--- src/rtl/teva_pkg.sv ---
package teva_pkg;

  localparam int QUEUE_DEPTH = 16;
  localparam int TRACKS = 8;

  // queue occupancy counter must be able to hold the depth itself
  localparam int QCW = $clog2(QUEUE_DEPTH + 1);
  localparam int TIW = (TRACKS > 1) ? $clog2(TRACKS) : 1;

  typedef enum logic [1:0] {
    CMD_QUEUE = 2'd0,
    CMD_TICK  = 2'd1,
    CMD_STOP  = 2'd2
  } cmd_e;

  typedef enum logic {
    ST_IDLE,
    ST_WALK
  } state_t;

  typedef struct packed {
    logic [1:0]  cmd;
    logic [15:0] touch_id;
    logic [15:0] delay_ticks;
    logic        fade_out;
    logic [31:0] payload;
  } item_t;

  typedef struct packed {
    logic [TIW-1:0] track_index;
    logic [15:0]    out_touch_id;
    logic [31:0]    out_payload;
    logic           out_fade_out;
    logic           dropped;
    logic           last;
  } result_t;

  typedef struct packed {
    logic [15:0] touch;
    logic [15:0] delay;
    logic        fade;
    logic [31:0] data;
  } entry_t;

  typedef struct packed {
    logic shift;
    logic load;
  } cell_ctl_t;

  typedef struct packed {
    logic        valid;
    logic        clear;
    logic [15:0] touch;
    logic        fade;
  } disp_req_t;

  typedef struct packed {
    logic [TIW-1:0] index;
    logic           dropped;
  } disp_rsp_t;

endpackage

--- src/rtl/teva_cell.sv ---
module teva_cell (
  input  logic              clk,
  input  teva_pkg::cell_ctl_t ctl,
  input  teva_pkg::entry_t  right,
  input  teva_pkg::entry_t  load_data,
  output teva_pkg::entry_t  q
);
  import teva_pkg::*;

  // a load wins over the shift: it places the appended entry behind the shifted ones
  always_ff @(posedge clk) begin
    if (ctl.load) begin
      q <= load_data;
    end else if (ctl.shift) begin
      q <= right;
    end
  end

endmodule

--- src/rtl/teva_tracks.sv ---
module teva_tracks (
  input  logic                clk,
  input  logic                rst,
  input  teva_pkg::disp_req_t req,
  output teva_pkg::disp_rsp_t rsp
);
  import teva_pkg::*;

  logic [15:0]    owner [TRACKS];
  logic           hit;
  logic           free;
  logic [TIW-1:0] hit_idx;
  logic [TIW-1:0] free_idx;

  always_comb begin
    hit      = 1'b0;
    free     = 1'b0;
    hit_idx  = '0;
    free_idx = '0;
    for (int t = 0; t < TRACKS; t++) begin
      if (!hit && owner[t] == req.touch) begin
        hit     = 1'b1;
        hit_idx = TIW'(t);
      end
      if (!free && owner[t] == 16'd0) begin
        free     = 1'b1;
        free_idx = TIW'(t);
      end
    end
    rsp.dropped = !hit && !free;
    priority if (hit) begin
      rsp.index = hit_idx;
    end else if (free) begin
      rsp.index = free_idx;
    end else begin
      rsp.index = '0;
    end
  end

  always_ff @(posedge clk) begin
    if (rst || req.clear) begin
      for (int t = 0; t < TRACKS; t++) begin
        owner[t] <= 16'd0;
      end
    end else if (req.valid && !rsp.dropped) begin
      // a fade-out hands the track straight back
      owner[rsp.index] <= req.fade ? 16'd0 : req.touch;
    end
  end

endmodule

--- src/rtl/timed_event_voice_allocator_unit.sv ---
// queue and stop take effect at the accepting edge, busy stays low
// a tick keeps busy high through the walk over the queued entries (at most 16) and its closing step;
// the row of queue cells moves one entry past the track lookup per cycle
// a result is held until the next dispatch or the end of the walk, so the last one of a
// tick shows in the first cycle with busy low again
// reset (rst, synchronous) empties the queue and frees every track; queue contents are not cleared
module timed_event_voice_allocator_unit (
  input  logic              clk,
  input  logic              rst,
  input  logic              start,
  output logic              busy,
  input  teva_pkg::item_t   item,
  output logic              strobe,
  output teva_pkg::result_t result
);
  import teva_pkg::*;

  state_t          state;
  state_t          state_next;
  logic [QCW-1:0]  count;
  logic [QCW-1:0]  occ;
  logic [QCW-1:0]  remain;
  logic            pend_valid;
  result_t         pend;

  entry_t          cell_q   [QUEUE_DEPTH];
  entry_t          cell_right [QUEUE_DEPTH];
  cell_ctl_t       cell_ctl [QUEUE_DEPTH];
  entry_t          load_data;
  logic            load_en;
  logic [QCW-1:0]  load_idx;
  logic            shift_all;
  logic            accept;
  entry_t          head;
  disp_req_t       req;
  disp_rsp_t       rsp;

  assign accept = start && !busy;
  assign busy   = (state != ST_IDLE);
  assign head   = cell_q[0];

  for (genvar i = 0; i < QUEUE_DEPTH; i++) begin : g_cell
    if (i == QUEUE_DEPTH - 1) begin : g_tail
      assign cell_right[i] = cell_q[i];
    end else begin : g_mid
      assign cell_right[i] = cell_q[i+1];
    end
    assign cell_ctl[i].shift = shift_all;
    assign cell_ctl[i].load  = load_en && (load_idx == QCW'(i));

    teva_cell u_cell (
      .clk       (clk),
      .ctl       (cell_ctl[i]),
      .right     (cell_right[i]),
      .load_data (load_data),
      .q         (cell_q[i])
    );
  end

  teva_tracks u_tracks (
    .clk (clk),
    .rst (rst),
    .req (req),
    .rsp (rsp)
  );

  always_comb begin
    state_next = state;
    shift_all  = 1'b0;
    load_en    = 1'b0;
    load_idx   = '0;
    load_data  = '{touch: item.touch_id, delay: item.delay_ticks,
                   fade: item.fade_out, data: item.payload};
    req        = '{valid: 1'b0, clear: 1'b0, touch: head.touch, fade: head.fade};
    unique case (state)
      ST_IDLE: begin
        if (accept) begin
          priority case (item.cmd)
            CMD_QUEUE: begin
              load_en = 1'b1;
              if (count == QCW'(QUEUE_DEPTH)) begin
                // full: oldest falls out of cell zero, new one enters at the tail
                shift_all = 1'b1;
                load_idx  = QCW'(QUEUE_DEPTH - 1);
              end else begin
                load_idx = count;
              end
            end
            CMD_TICK: state_next = ST_WALK;
            CMD_STOP: req.clear = 1'b1;
            default: ;
          endcase
        end
      end
      ST_WALK: begin
        if (remain != '0) begin
          shift_all = 1'b1;
          if (head.delay != 16'd0) begin
            // survivor goes back in behind everything still occupied
            load_en   = 1'b1;
            load_idx  = occ - QCW'(1);
            load_data = '{touch: head.touch, delay: head.delay - 16'd1,
                          fade: head.fade, data: head.data};
          end else begin
            req.valid = 1'b1;
          end
        end else begin
          state_next = ST_IDLE;
        end
      end
      default: state_next = ST_IDLE;
    endcase
  end

  always_ff @(posedge clk) begin
    if (rst) begin
      state <= ST_IDLE;
    end else begin
      state <= state_next;
    end
  end

  always_ff @(posedge clk) begin
    if (rst) begin
      count      <= '0;
      occ        <= '0;
      remain     <= '0;
      pend_valid <= 1'b0;
      strobe     <= 1'b0;
    end else begin
      strobe <= 1'b0;
      if (state == ST_IDLE) begin
        if (accept && item.cmd == CMD_QUEUE && count != QCW'(QUEUE_DEPTH)) begin
          count <= count + QCW'(1);
        end
        if (accept && item.cmd == CMD_TICK) begin
          occ    <= count;
          remain <= count;
        end
      end else if (remain != '0) begin
        remain <= remain - QCW'(1);
        if (req.valid) begin
          occ        <= occ - QCW'(1);
          // the previous dispatch is known not to be the last one now
          strobe     <= pend_valid;
          pend_valid <= 1'b1;
        end
      end else begin
        count      <= occ;
        strobe     <= pend_valid;
        pend_valid <= 1'b0;
      end
    end
  end

  always_ff @(posedge clk) begin
    if (state == ST_WALK) begin
      if (remain != '0) begin
        if (req.valid) begin
          result <= pend;
          pend   <= '{track_index: rsp.index, out_touch_id: head.touch,
                      out_payload: head.data, out_fade_out: head.fade,
                      dropped: rsp.dropped, last: 1'b0};
        end
      end else begin
        result <= '{track_index: pend.track_index, out_touch_id: pend.out_touch_id,
                    out_payload: pend.out_payload, out_fade_out: pend.out_fade_out,
                    dropped: pend.dropped, last: 1'b1};
      end
    end
  end

endmodule

--- config.mk ---
export PLATFORM = sky130hd
export DESIGN_NAME = timed_event_voice_allocator_unit
export DESIGN_NICKNAME = d
export VERILOG_FILES = /design/src/rtl/teva_pkg.sv /design/src/rtl/teva_cell.sv /design/src/rtl/teva_tracks.sv /design/src/rtl/timed_event_voice_allocator_unit.sv
export SDC_FILE = /design/constraint.sdc
export NUM_CORES = 2
export LEC_CHECK = 0
export BUFFER_PORTS_ARGS = -buffer_cell sky130_fd_sc_hd__buf_2
export CAP_MARGIN = 20
export CORE_MARGIN = 2
export CORE_UTILIZATION = 57
export DETAILED_ROUTE_END_ITERATION = 7
export GPL_TIMING_DRIVEN = 0
export PLACE_DENSITY = 0.76
export REMOVE_ABC_BUFFERS = 1
export SLEW_MARGIN = 25
export SYNTH_ARGS = -nofsm -noshare
export SYNTH_HDL_FRONTEND = slang
export SYNTH_SLANG_ARGS = --single-unit
--- constraint.sdc ---
create_clock -name clk -period 8.77 [get_ports clk]
set_clock_uncertainty 0.1 [all_clocks]
set_input_delay 2.1925 -clock clk [delete_from_list [all_inputs] [get_ports clk]]
set_output_delay 2.1925 -clock clk [all_outputs]
set_load 0.1 [all_outputs]
Word-level counts from Yosys, hierarchy flattened
Memories as Yosys holds them, arrays and structs flattened.
Index checks and enable logic that the tools add are counted.
Widths: inputs -> output; s select.
{"block": "op_classes", "n_bitwise": 1, "eq_ne": 31, "n_mux": 114, "addsub": 4, "reduce_logical": 91}
{"cell": "$mux 65", "n": 33}
{"cell": "$eq 16x16->1", "n": 8}
{"cell": "$logic_not 16->1", "n": 8}
{"cell": "$mux 54", "n": 2}
{"cell": "$mux 5", "n": 14}
{"cell": "$mux 1", "n": 44}
{"cell": "$eq 5x4->1 const B", "n": 8}
{"cell": "$logic_and 1x1->1", "n": 36}
{"cell": "$reduce_bool 2->1", "n": 17}
{"cell": "$mux 3", "n": 11}
{"cell": "$mux 16", "n": 2}
{"cell": "$eq 5x3->1 const B", "n": 4}
{"cell": "$logic_not 1->1", "n": 18}
{"cell": "$reduce_bool 16->1", "n": 1}
{"cell": "$reduce_or 16->1", "n": 1}
{"cell": "$sub 16x1->16 const B", "n": 1}
{"cell": "$eq 5x2->1 const B", "n": 2}
{"cell": "$pmux 5 s2", "n": 1}
{"cell": "$sub 5x1->5 const B", "n": 2}
{"cell": "$mux 2", "n": 4}
{"cell": "$ne 2x1->1 const B", "n": 3}
{"cell": "$pmux 1 s2", "n": 3}
{"cell": "$reduce_and 2->1", "n": 3}
{"cell": "$reduce_and 3->1", "n": 2}
{"cell": "13 further kinds", "n": 13}
{"block": "word_totals", "in_bits": 70, "reg_bits": 1165, "memories": 1, "ram_bits": 128}
{"memory": "u_tracks.owner", "words": 8, "word_bits": 16, "read_ports": 8, "rd_ports_with_merged_regs": 0, "write_ports": 8, "line_no": "teva_tracks.sv:9", "text": "logic [15:0] owner [TRACKS];"}

Logic depth before layout (Yosys ltp)
An unclocked memory read counts as a cell.
{"block": "logic_depth", "depth_word": 33, "depth_mapped": 13}

Modules after synthesis
Synthesis repeated with hierarchy kept, for this count alone.
{"block": "unflattened", "hier_cells": 3225, "area_unflattened_um2": 59375.7}
{"mod": "teva_cell", "area_each_um2": 2902.8, "instances": 16, "cells_per_inst": 138}
{"mod": "teva_tracks", "area_each_um2": 7299.5, "instances": 1, "cells_per_inst": 599}
{"mod": "timed_event_voice_allocator_unit", "area_each_um2": 5631.7, "instances": 1, "cells_per_inst": 418}

Worst setup path after synthesis
No wires, ideal clock.
{"block": "synth_timing", "path_kind": "input-to-reg", "startpoint": "in item[65] (netlist name)", "endpoint": "reg g_cell[13].u_cell.q[0] (netlist name), enable pin", "path_buffers": 0, "arrival_ns": 7.898, "setup_ns": 0.578, "path_slack_ns": 0.194, "path_stages": 4, "t_required_ns": 8.092, "cell_sequence": "or4b_2 o32ai_1 nand2_1 o21ai_0"}
{"block": "synth_between", "elab_chain_cells": 7, "word_cells_on_any_way": 13}
{"element": "start: declaration", "line_no": "timed_event_voice_allocator_unit.sv:12", "text": "input teva_pkg::item_t item,"}
{"element": "$logic_not 2->1 *", "line_no": "timed_event_voice_allocator_unit.sv:78", "text": "priority case (item.cmd)"}
{"element": "$mux 5", "line_no": "timed_event_voice_allocator_unit.sv:78"}
{"element": "$mux 5", "line_no": "timed_event_voice_allocator_unit.sv:77", "text": "if (accept) begin"}
{"element": "$pmux 5 s2", "line_no": "timed_event_voice_allocator_unit.sv:75", "text": "unique case (state)"}
{"element": "$eq 5x4->1", "line_no": "timed_event_voice_allocator_unit.sv:49", "text": "assign cell_ctl[i].load = load_en && (load_idx == QCW'(i));"}
{"element": "$logic_and 1x1->1", "line_no": "timed_event_voice_allocator_unit.sv:49"}
{"element": "$reduce_bool 2->1 (no line) *"}
{"element": "end signal: assignment", "line_no": "teva_cell.sv:13", "text": "q <= load_data;"}
{"element": "end signal: assignment", "line_no": "teva_cell.sv:15", "text": "q <= right;"}
{"element": "end: declaration", "line_no": "teva_cell.sv:6", "text": "output teva_pkg::entry_t q"}
Mark *: on every way between the ends. The rest lies on a longest branch, timed or not.
A chain may end at the register's enable or synchronous reset.

Worst setup path in the final report
{"block": "layout_timing", "startpoint": "reg g_cell[0].u_cell.q[33] (netlist name)", "endpoint": "reg g_cell[11].u_cell.q[1] (netlist name), enable pin"}
{"block": "layout_between", "elab_chain_cells": 7, "word_cells_on_any_way": 10}
{"element": "start: declaration", "line_no": "teva_cell.sv:6"}
{"element": "start signal: assignment", "line_no": "teva_cell.sv:13"}
{"element": "start signal: assignment", "line_no": "teva_cell.sv:15"}
{"element": "$reduce_bool 16->1 *", "line_no": "timed_event_voice_allocator_unit.sv:98", "text": "if (head.delay != 16'd0) begin"}
{"element": "$mux 5", "line_no": "timed_event_voice_allocator_unit.sv:98"}
{"element": "$mux 5", "line_no": "timed_event_voice_allocator_unit.sv:96", "text": "if (remain != '0) begin"}
{"element": "$pmux 5 s2", "line_no": "timed_event_voice_allocator_unit.sv:75"}
{"element": "$eq 5x4->1", "line_no": "timed_event_voice_allocator_unit.sv:49"}
{"element": "$logic_and 1x1->1 *", "line_no": "timed_event_voice_allocator_unit.sv:49"}
{"element": "$reduce_bool 2->1 (no line) *"}
{"element": "end signal: assignment", "line_no": "teva_cell.sv:13"}
{"element": "end signal: assignment", "line_no": "teva_cell.sv:15"}
{"element": "end: declaration", "line_no": "teva_cell.sv:6"}
Marked as above.

==> results.json <==
{
  "status": "complete, no violations",
  "cp.required_ns": 9.08,
  "final_area_um2": 63000,
  "synth-seq-cells": 1293,
  "path_depth": 10,
  "powerDensity_nw_per_um2": 201,
  "antenna_found_initial": 0,
  "fillers": 6210,
  "cap_violations": 0,
  "max_freq_mhz": 169,
  "place_hpwl_mm": 79.6,
  "yosysWarnings": 0,
  "gp_congestion": 0.876,
  "ys_top_cells_by_count": "edfxtp_1 (1275), mux2_2 (859), nand2_1 (194), mux2_1 (116), buf_2 (115)",
  "cp-end-kind": "flip-flop",
  "ant_nets": 0,
  "clock_latency_ns": 0.74,
  "tightest_slew_ns": 0.986,
  "hold_path_end": "result[39]",
  "synthTopCellsByArea": "edfxtp_1 (69%), mux2_2 (17%), mux2_1 (2.4%)",
  "synthArstFlopShare": 0,
  "holdWs_ns": 0.314,
  "ioPinCount": 126,
  "fp.dieW_um": 316,
  "netlist.area_leader.share": 0.690,
  "dpl_cell_area_um2": 58800,
  "slew_viol_final": 0,
  "hold_class": "flip-flop to flip-flop",
  "antenna_cells": 0,
  "hold_viol": 0,
  "synth_top_cell_by_area": "edfxtp_1",
  "postCtsSetupBuffers": 0,
  "dieHeight_um": 316,
  "reg2reg_slack_ns": 2.85,
  "cts_hold_buffers": 0,
  "synth_area_um2": 55500,
  "synth_cell_types": 59,
  "p_leak_nw": 20.7,
  "drive_gt1_frac": 0.380,
  "first_iter_violations": 2707,
  "min_from": "pend[39]",
  "cp_max_fo": 37,
  "ys.flop_type": "edfxtp_1",
  "cts_sinks": 1293,
  "cts_tree": "done",
  "power_w": 0.0126,
  "clk_pin_slew_ns": 0.06,
  "synth_seq_area_share": 0.697,
  "holdPathStages": 0,
  "tns_ns": 0,
  "rsz0062_at_grt": "no",
  "dr.pass1.iters": 5,
  "cts_resized": 0,
  "core_area_um2": 96600,
  "syn_to_final_growth_pct": 13.6,
  "critPathKind": "flip-flop to flip-flop",
  "grt_overflow": 0,
  "setup_viol": 0,
  "vias": 29900,
  "cts_buffer_depth": 3,
  "die_area_um2": 99800,
  "max_stage_delay_ns": 0.71,
  "path_buf_inv": 2,
  "cts_buffers": 132,
  "fin_util": 0.652,
  "drc": 0,
  "arrival_ns": 6.23,
  "grt_pass1_vias": 31000,
  "grt_pass1_wl_mm": 192,
  "yosys.cell_count.top_type": "edfxtp_1",
  "wl_per_cell_um": 27.0,
  "slew_headroom": 0.338,
  "io_buffers": 125,
  "cpLargestDelayFamily": "simple AND/OR/NAND/NOR gates",
  "crit_chain": "inv_1 > ha_1 > or4b_4 > or3_1 > o21ai_4 > o21ai_1 > nor2b_1 > and2_4 > nand2b_4 > buf_16",
  "crit_slowest_cell": "o21ai_4",
  "rr_worst_depth": 10,
  "fin_crit_sh": 0.675,
  "grt_use_total": 0.260,
  "r2r-start": "g_cell[0].u_cell.q[33]",
  "rows": 114,
  "final_nets": 3474,
  "drt-vias-per-instance": 6.27,
  "initial_core_util": 0.575,
  "synthCells": 3306,
  "h-tree-depth": 4,
  "avgSynthCellArea_um2": 16.8,
  "critPathLaunchType": "flip-flop",
  "synth_edf_count": 1275,
  "grt_max_degree": 70,
  "drt-total-wl_mm": 129,
  "ir_drop_v": 0.000191,
  "fin_crit_ns": 5.92,
  "cts_root_buf": "clkbuf_16",
  "rr_endpoint": "g_cell[11].u_cell.q[1]"
}
[per-stage QoR]
stage / setup slack [ns] / std cells
2_1_floorplan: -1.84 / 3046
3_3_place_gp: -11.43 / 4447
4_1_cts: 2.89 / 4776
3_5_place_dp: 2.34 / 4540
5_1_grt: 2.67 / 4777
6_report: 2.85 / 4777
[kinds of logic (layout without fill, tap and decap cells)]
kind of cell | count (synthesis) | count (layout) | share of synthesized area
buffers and inverters | 274 | 469 | 0.0232
and+or+nand+nor | 522 | 522 | 0.0481
adders and majority gates | 5 | 5 | 0.00113
AOI/OAI and AO/OA | 92 | 92 | 0.0101
muxes | 976 | 976 | 0.198
xor gates and xnor gates | 144 | 144 | 0.0227
DFF | 1293 | 1293 | 0.697
[per-layer routing]
layer / up-vias / part of all wire / global-route usage
li1: 12900 / - / -
met1: 15400 / 0.38 / 0.327
met2: 1293 / 0.52 / 0.452
met3: 304 / 0.073 / 0.0442
met4: 0 / 0.035 / 0.101
met5: - / 0 / 0
[power breakdown]
group | leakage [nW] | internal, W | switching, W
Sequential | 11.8 | 0.00680 | 0.0000580
Combinational | 6.89 | 0.000119 | 0.000264
Clock | 2.02 | 0.00299 | 0.00241
[flip-flops by register name, indices dropped and copies added (netlist names)]
name	cells
g_cell.u_cell.q	1040
u_tracks.owner	128
result	54
pend	53
count	5
occ	5
remain	5
busy	1
pend_valid	1
strobe	1
[cell type report]
class / count / area (µm²) / share of cell area
sequential: 1293 / 38600 / 0.613
multi-input combinational: 1739 / 16000 / 0.254
clock inverter: 85 / 701 / 0.0111
clock buffer: 151 / 3400 / 0.0539
tap: 1276 / 1600 / 0.0253
inverter: 14 / 53.8 / 0.000854
timing repair buffer: 219 / 2630 / 0.0417
[worst max path at each step]
| stage | from | end | slack, ns |
|---|---|---|---|
| finish | g_cell[0].u_cell.q[33] | g_cell[11].u_cell.q[1] | 2.85 |
| global route | g_cell[0].u_cell.q[33] | g_cell[11].u_cell.q[4] | 2.67 |
| floorplan | g_cell[0].u_cell.q[33] | g_cell[1].u_cell.q[0] | -1.84 |
| CTS | g_cell[0].u_cell.q[33] | g_cell[11].u_cell.q[7] | 2.89 |
| detailed placement | item[65] | g_cell[11].u_cell.q[3] | 2.34 |
| global placement | g_cell[0].u_cell.q[33] | g_cell[1].u_cell.q[6] | -11.43 |
[placed cells by master (no fill, tap or decap), types with 9 or more instances in the layout]
cell,n
a21oi_1,14
buf_12,37
buf_16,39
buf_2,125
clkbuf_1,18
clkbuf_16,133
clkinv_1,32
clkinv_2,29
dfxtp_1,17
edfxtp_1,1275
inv_1,13
mux2_1,116
mux2_2,859
nand2_1,179
nand2_4,15
nand2b_1,19
nand4_1,35
nor2_1,30
nor2b_1,9
nor3_1,70
nor4_1,114
o21ai_0,14
o21ai_1,14
o21ai_2,10
xnor2_1,108
xor2_1,36
No activity file was read; power rests on OpenSTA's default activity.
